### src/vwbp_pkg.sv
// Package for the variable-width bit packer.
// Holds the payload structs, the queue entry type and the shared constants.
// It has no dependencies.
package vwbp_pkg;

  // Each completed unit is one byte of the packed stream.
  localparam int UNIT_BITS   = 8;
  localparam int FIELD_BITS  = 32;
  localparam int COUNT_BITS  = 6;
  // A full field plus seven pending bits completes at most four bytes.
  localparam int MAX_BYTES   = 4;
  localparam int QUEUE_DEPTH = 2;

  localparam logic ORDER_LSB_FIRST = 1'b0;
  localparam logic ORDER_MSB_FIRST = 1'b1;

  typedef enum logic {
    KIND_WRITE = 1'b0,
    KIND_ALIGN = 1'b1
  } kind_t;

  typedef struct packed {
    kind_t                  kind;
    logic [FIELD_BITS-1:0]  field_value;
    logic [COUNT_BITS-1:0]  bit_count;
  } in_t;

  typedef struct packed {
    logic [UNIT_BITS-1:0] out_byte;
    logic                 last;
  } out_t;

  // One queued request: its completed bytes in stream order and their number.
  typedef struct packed {
    logic [2:0]                          cnt;
    logic [MAX_BYTES-1:0][UNIT_BITS-1:0] bytes;
  } entry_t;

  typedef struct packed {
    logic full;
    logic empty;
  } q_status_t;

endpackage

### src/vwbp_front.sv
// Front end of the bit packer: accepts requests, holds the partial byte and
// works out which bytes each request completes. Depends on vwbp_pkg.
module vwbp_front (
  input  logic              clk,
  input  logic              rst_n,
  input  logic              cfg_we,
  input  logic              cfg_wdata,
  input  logic              in_valid,
  output logic              in_ready,
  input  vwbp_pkg::in_t     in_data,
  input  vwbp_pkg::q_status_t q_status,
  output logic              push,
  output vwbp_pkg::entry_t  push_entry
);

  localparam int UB  = vwbp_pkg::UNIT_BITS;
  localparam int FB  = vwbp_pkg::FIELD_BITS;
  localparam int AW  = UB * (vwbp_pkg::MAX_BYTES + 1);

  logic          bit_order_r;
  logic [UB-1:0] partial_r, partial_nxt;
  logic [2:0]    filled_r, filled_nxt;

  logic [5:0]        n_sat;
  logic [FB-1:0]     mask;
  logic [FB-1:0]     masked;
  logic [5:0]        total;
  logic [AW-1:0]     lsb_acc;
  logic [FB+AW-1:0]  msb_wide;
  logic [AW-1:0]     msb_acc;
  logic [AW-1:0]     acc;
  logic [UB-1:0]     bytes_w [vwbp_pkg::MAX_BYTES+1];
  logic [2:0]        nbytes;
  logic              accept;

  assign in_ready = !q_status.full;
  assign accept   = in_valid && in_ready;

  always_comb begin
    n_sat   = (in_data.bit_count > 6'd32) ? 6'd32 : in_data.bit_count;
    mask    = n_sat[5] ? '1 : ~({FB{1'b1}} << n_sat[4:0]);
    masked  = in_data.field_value & mask;
    total   = {3'b000, filled_r} + n_sat;
    // LSB first: new bits sit just above the pending ones.
    lsb_acc = {{(AW-UB){1'b0}}, partial_r} | ({{(AW-FB){1'b0}}, masked} << filled_r);
    // MSB first: the stream runs from the top bit down, so the field's top
    // bit lands just below the pending bits.
    msb_wide = {masked, {AW{1'b0}}} >> total;
    msb_acc  = msb_wide[AW-1:0] | {partial_r, {(AW-UB){1'b0}}};
    acc      = (bit_order_r == vwbp_pkg::ORDER_MSB_FIRST) ? msb_acc : lsb_acc;
    for (int k = 0; k <= vwbp_pkg::MAX_BYTES; k++) begin
      if (bit_order_r == vwbp_pkg::ORDER_MSB_FIRST) begin
        bytes_w[k] = acc[UB*(vwbp_pkg::MAX_BYTES-k) +: UB];
      end else begin
        bytes_w[k] = acc[UB*k +: UB];
      end
    end
  end

  always_comb begin
    push_entry = '0;
    if (in_data.kind == vwbp_pkg::KIND_ALIGN) begin
      nbytes              = (filled_r != 3'd0) ? 3'd1 : 3'd0;
      push_entry.bytes[0] = partial_r;
      partial_nxt         = '0;
      filled_nxt          = 3'd0;
    end else begin
      nbytes      = total[5:3];
      partial_nxt = bytes_w[nbytes];
      filled_nxt  = total[2:0];
      for (int k = 0; k < vwbp_pkg::MAX_BYTES; k++) begin
        push_entry.bytes[k] = bytes_w[k];
      end
    end
    push_entry.cnt = nbytes;
    push           = accept && (nbytes != 3'd0);
  end

  always_ff @(posedge clk) begin
    if (!rst_n) begin
      bit_order_r <= vwbp_pkg::ORDER_LSB_FIRST;
      partial_r   <= '0;
      filled_r    <= 3'd0;
    end else begin
      if (cfg_we) begin
        bit_order_r <= cfg_wdata;
      end
      if (accept) begin
        partial_r <= partial_nxt;
        filled_r  <= filled_nxt;
      end
    end
  end

endmodule

### src/vwbp_queue.sv
// Short queue of completed-byte groups between the packer front and back.
// Register based, power-of-two depth. Depends on vwbp_pkg.
module vwbp_queue #(
  parameter int DEPTH = vwbp_pkg::QUEUE_DEPTH
) (
  input  logic                clk,
  input  logic                rst_n,
  input  logic                push,
  input  vwbp_pkg::entry_t    push_entry,
  input  logic                pop,
  output vwbp_pkg::entry_t    head,
  output vwbp_pkg::q_status_t status
);

  localparam int PW = $clog2(DEPTH);
  localparam int CW = $clog2(DEPTH + 1);

  vwbp_pkg::entry_t mem_r [DEPTH];
  logic [PW-1:0]    wr_ptr_r, rd_ptr_r;
  logic [CW-1:0]    count_r;

  assign status.full  = (count_r == CW'(DEPTH));
  assign status.empty = (count_r == '0);
  assign head         = mem_r[rd_ptr_r];

  always_ff @(posedge clk) begin
    if (push) begin
      mem_r[wr_ptr_r] <= push_entry;
    end
  end

  always_ff @(posedge clk) begin
    if (!rst_n) begin
      wr_ptr_r <= '0;
      rd_ptr_r <= '0;
      count_r  <= '0;
    end else begin
      if (push) begin
        wr_ptr_r <= wr_ptr_r + 1'b1;
      end
      if (pop) begin
        rd_ptr_r <= rd_ptr_r + 1'b1;
      end
      if (push && !pop) begin
        count_r <= count_r + 1'b1;
      end else if (pop && !push) begin
        count_r <= count_r - 1'b1;
      end
    end
  end

endmodule

### src/vwbp_back.sv
// Back end of the bit packer: takes byte groups from the queue, sends them out
// via an output register, one byte per cycle unless stalled. Uses vwbp_pkg.
module vwbp_back (
  input  logic                clk,
  input  logic                rst_n,
  input  vwbp_pkg::entry_t    head,
  input  vwbp_pkg::q_status_t q_status,
  output logic                pop,
  output logic                out_valid,
  input  logic                out_ready,
  output vwbp_pkg::out_t      out_data
);

  logic             ent_valid_r;
  vwbp_pkg::entry_t ent_r;
  logic [1:0]       idx_r;
  logic             out_valid_r;
  vwbp_pkg::out_t   out_data_r;

  logic adv;
  logic is_last;
  logic done;

  always_comb begin
    adv     = ent_valid_r && (!out_valid_r || out_ready);
    is_last = ({1'b0, idx_r} == (ent_r.cnt - 3'd1));
    done    = adv && is_last;
    pop     = !q_status.empty && (!ent_valid_r || done);
  end

  always_ff @(posedge clk) begin
    if (adv) begin
      out_data_r.out_byte <= ent_r.bytes[idx_r];
      out_data_r.last     <= is_last;
    end
    if (pop) begin
      ent_r <= head;
    end
  end

  always_ff @(posedge clk) begin
    if (!rst_n) begin
      ent_valid_r <= 1'b0;
      idx_r       <= 2'd0;
      out_valid_r <= 1'b0;
    end else begin
      if (adv) begin
        out_valid_r <= 1'b1;
      end else if (out_ready) begin
        out_valid_r <= 1'b0;
      end
      if (pop) begin
        ent_valid_r <= 1'b1;
        idx_r       <= 2'd0;
      end else if (done) begin
        ent_valid_r <= 1'b0;
      end else if (adv) begin
        idx_r <= idx_r + 2'd1;
      end
    end
  end

  assign out_valid = out_valid_r;
  assign out_data  = out_data_r;

endmodule

### src/variable_width_bit_packer_top.sv
// Top level of the variable-width bit packer.
// Instantiates vwbp_front, vwbp_queue and vwbp_back; types from vwbp_pkg.
//
//   Channel  Direction  Handshake            Payload
//   in_      input      in_valid / in_ready  vwbp_pkg::in_t (kind, field_value, bit_count)
//   out_     output     out_valid/out_ready  vwbp_pkg::out_t (out_byte, last)
//   cfg_     input      cfg_we               cfg_wdata (bit_order)
//
// A request is taken in every cycle while the queue has room; the front end
// resolves it in that cycle. The output side sends one byte per cycle while
// out_ready is high, so the one to four bytes that a request completes leave
// back to back, and sustained throughput is the output register's one byte
// per cycle. A request's first byte passes through the queue, the back end's
// entry register and the output register. Reset is synchronous and active
// low; it clears the pending bits, the queue and the output register, and
// selects least significant bit first. A stalled output only holds up the
// input once the queue and the byte in service are both occupied.
module variable_width_bit_packer_top #(
  parameter int QUEUE_DEPTH = vwbp_pkg::QUEUE_DEPTH
) (
  input  logic           clk,
  input  logic           rst_n,
  input  logic           cfg_we,
  input  logic           cfg_wdata,
  input  logic           in_valid,
  output logic           in_ready,
  input  vwbp_pkg::in_t  in_data,
  output logic           out_valid,
  input  logic           out_ready,
  output vwbp_pkg::out_t out_data
);

  // Front to queue: the bytes that one request completes.
  logic                push;
  vwbp_pkg::entry_t    push_entry;
  // Queue to back: the oldest group and the fill status.
  logic                pop;
  vwbp_pkg::entry_t    head;
  vwbp_pkg::q_status_t q_status;

  vwbp_front u_front (
    .clk        (clk),
    .rst_n      (rst_n),
    .cfg_we     (cfg_we),
    .cfg_wdata  (cfg_wdata),
    .in_valid   (in_valid),
    .in_ready   (in_ready),
    .in_data    (in_data),
    .q_status   (q_status),
    .push       (push),
    .push_entry (push_entry)
  );

  vwbp_queue #(
    .DEPTH (QUEUE_DEPTH)
  ) u_queue (
    .clk        (clk),
    .rst_n      (rst_n),
    .push       (push),
    .push_entry (push_entry),
    .pop        (pop),
    .head       (head),
    .status     (q_status)
  );

  vwbp_back u_back (
    .clk       (clk),
    .rst_n     (rst_n),
    .head      (head),
    .q_status  (q_status),
    .pop       (pop),
    .out_valid (out_valid),
    .out_ready (out_ready),
    .out_data  (out_data)
  );

endmodule

### config.mk
export PLATFORM = sky130hd
export DESIGN_NAME = variable_width_bit_packer_top
export DESIGN_NICKNAME = d
export VERILOG_FILES = /design/src/vwbp_pkg.sv /design/src/vwbp_front.sv /design/src/vwbp_queue.sv /design/src/vwbp_back.sv /design/src/variable_width_bit_packer_top.sv
export SDC_FILE = /design/constraint.sdc
export NUM_CORES = 1
export LEC_CHECK = 0
export BUFFER_PORTS_ARGS = -buffer_cell sky130_fd_sc_hd__buf_2
export CORE_ASPECT_RATIO = 1.2
export CORE_UTILIZATION = 45
export CTS_BUF_LIST = sky130_fd_sc_hd__clkbuf_4
export DETAILED_ROUTE_END_ITERATION = 10
export GPL_TIMING_DRIVEN = 0
export HOLD_SLACK_MARGIN = 0.12
export PLACE_DENSITY = 0.69
export SYNTH_ARGS = -nofsm -noshare
export SYNTH_HDL_FRONTEND = slang
export SYNTH_SLANG_ARGS = --single-unit
### constraint.sdc
create_clock -name clk -period 6 [get_ports clk]
set_input_delay 1.2 -clock clk [delete_from_list [all_inputs] [get_ports clk]]
set_output_delay 1.2 -clock clk [all_outputs]
set_load 0.05 [all_outputs]
==> results.md <==
- Vias: 10,740
- Synth top area cells: edfxtp_1 31%, mux4_2 8.3%, mux2i_1 6.5%
- Fin crit share: 99.50%
- Clk pin slew, worst setup/hold paths: 0.11 ns
- CTS Buf Count: 17
- Fin util: 50.15%
- Post-synth top area cell: edfxtp_1
- All-Layer GR Usage: 41.19%
- Worst hold-check path type: flop to flop
- Top FF cell, synth: edfxtp_1
- Max Freq: 167.5 MHz
- WP data arrival: 6.23 ns
- # Max-Cap Violations: 0
- Final Setup Violations: 0
- Largest net degree at the start of global routing: 36
- Register area: 3824 um2
- First-pass GRT wire length: 72,130 um
- IO buf count: 54
- Routed wire per std cell: 32.29 um
- Fillcell total: 2,314
- Total power draw: 3457 uW
- WP data required: 6.26 ns
- Initial Util: 45.65%
- Int Power: 2020 uW
- Die X: 144.1 um
- Fin crit period: 5.970 ns
- Synth cell types: 89
- TritonCTS clock tree: yes
- Synthesized instance count: 1,129
- Slew HR: 4.578%
- Logic gate share of total power: 45.7%
- Synth top area share: 31.39%
- Sequential power share: 38.5%
- Asr flop ratio synth: 0%
- Dpl hpwl: 38,800 um
- Seq/Total Area, Yosys: 35.06%
- Sw frac: 41.58%
- Starting DRC count in detailed routing: 1,230
- Share of total power in the clock network: 15.8%
- Multi-input logic area: 6564 um2
- Layout cells sized above 1: 21.38%
- RePlAce Congestion: 1.073
- CORE AREA: 23,890 um2
- Crit Path Max Fanout: 10
- Net count of the mapped netlist: 1,178
- DR pass1 iterations: 6
- Root buffer cell: clkbuf_4
- Max clock buf depth: 2
- Post-synth EDFFs: 114
- Net switching power: 1438 uW
- Clock Skews: 0.01958 ns
- Num rows: 62
- R2R Setup Slk: 0.41 ns
- IO Pins: 56
- Least-Margin Pin Slew: 1.416 ns
- Pre-CTS setup slack: -0.6381 ns
- Yosys reg bits: 134
- Final WL: 49,790 um
- Syn_area_per_cell: 9.661 um2
- Critical path capture point type: flop
- CTS sink count: 134
- Slack of the critical path: 0.02970 ns
- Final Hold Viols: 0
- Area Overhead vs Synth: 9.854%
- Vias in the first global route: 10,430
- Synth Cell Area: 10,910 um2
- Nets@finish: 1,257
- Initial antenna violation count: 1
- Peak supply drop: 0.1737 mV
- Post-CTS Hold Buffers: 0
- Post-synth top cells: 114 x edfxtp_1, 104 x nor2_1, 89 x nand2_1, 72 x o21ai_0, 71 x mux2i_1
- Drt drc: 0
- Die area: 24,870 um2
- Routed Antenna Nets: 0
- Leakage: 0.004318 uW
- Skew-Pair Late Insertion Delay: 0.53 ns
- Outcome: completed
- Overflow left after global routing: 0
- Ys Warns: 0
- Startpoint types: input port
- Htree depth: 4
- Height of the die: 172.5 um
- Fin. max-slew vios: 0
- Top-count cell post-synth: edfxtp_1
- Pwr Density: 288.6 nW/um2
- Crit Path Class: input port to flop
- DR vias/cell: 6.964
==> critical path: stages <==
cell and delay (ns):
buf_2 0.10, buf_6 0.13, buf_2 0.21, buf_2 0.27, buf_2 0.28, buf_2 0.30
nor2b_1 0.08, ha_1 0.18, clkbuf_1 0.24, nand2b_1 0.23, nor3b_1 0.32, o31a_1 0.60
clkbuf_1 0.72, nor2_1 0.26, a21oi_1 0.32, a31oi_1 0.19, o31ai_1 0.57
==> cell usage in the layout (no fill, tap or decap), drive strengths merged, types with 9 or more instances in the layout <==
cell type	count
and2	22
or3	13
o31ai	9
nand3	26
a211oi	9
o22ai	11
clkinv	11
inv	21
nor2	106
mux2i	72
o21ai	81
mux2	59
buf	110
a21oi	52
a21o	13
o21a	18
dfxtp	20
nor3	36
clkbuf	69
o211ai	18
a31oi	19
nand2	89
mux4	43
edfxtp	114
nor2b	11
and3	12
==> repair_timing <==
item,in CTS,in global routing
pin swaps,0,1
setup endpoints to repair,7,9
buffers inserted,0,2
gates resized for setup,2,12
==> power groups by stage <==
stage / logic [uW] / clock network (uW) / registers [uW]
finish: 1580 / 548 / 1330
global route: 1650 / 597 / 1350
CTS: 1500 / 557 / 1340
detailed placement: 1500 / 0 / 1360
global placement: 1480 / 0 / 1350
floorplan: 926 / 0 / 1420
==> cell families (layout without fill, tap and decap cells) <==
logic type	count (synthesis)	count (layout)	share of synthesized area [%]
fa+ha+maj	4	4	0.4589
compound gates	338	338	21.46
flops	134	134	35.06
simple gates	345	345	14.91
xor+xnor	11	11	1.124
buf+inv	123	215	5.231
other cells	0	1	0
mux	174	174	21.75
==> routing by layer <==
metal  vias to the layer above  global-route usage (%)  part of all wire [%]
li1                       4570                       -                     -
met1                      5145                   49.13                    36
met4                         0                   32.71                   9.5
met2                       797                   64.69                    46
met5                         -                       0                     0
met3                       227                   7.477                   8.7
==> flip-flops by register name (all words and copies together) (netlist names) <==
signal / cells
u_queue.mem_r: 70
u_back.ent_r: 35
u_back.out_data: 9
u_front.partial_r: 8
u_front.filled_r: 3
u_back.idx_r: 2
u_queue.count_r: 2
u_back.ent_valid_r: 1
u_back.out_valid: 1
u_front.bit_order_r: 1
u_queue.rd_ptr_r: 1
u_queue.wr_ptr_r: 1
==> path summary, 6_finish.rpt <==
check	from	endpoint	cells after the start
max	in_data[5]	u_queue.mem_r[0][6]$_DFFE_PP_	17
max reg2reg	u_front.filled_r[0]$_SDFFE_PN0P_	u_queue.mem_r[1][31]$_DFFE_PP_	18
min reg2reg	u_front.partial_r[1]$_SDFFE_PN0P_	u_front.partial_r[1]$_SDFFE_PN0P_	1
min	u_front.partial_r[1]$_SDFFE_PN0P_	u_front.partial_r[1]$_SDFFE_PN0P_	1
==> through the flow <==
stage	instance area [um2]	TNS [ns]	hold WS, ns	instances
6_report	11980	0	0.4977	1542
5_1_grt	11980	-0.005229	0.5120	1542
4_1_cts	11890	0	0.4971	1537
3_5_place_dp	11620	-20.01	0.4728	1505
3_3_place_gp	11580	-75.04	0.4578	1503
2_1_floorplan	10910	0	0.4430	1129
==> cell type report <==
cell class,count,share of cell area [%]
sequential,134,31.91
timing repair buffer,60,2.976
inverter,21,0.6579
clock inverter,15,1.096
clock buffer,17,1.065
buffer,102,4.146
multi-input combinational,872,54.78
antenna,1,0.02089
tap,320,3.342
(Power assumes the default switching activity.)
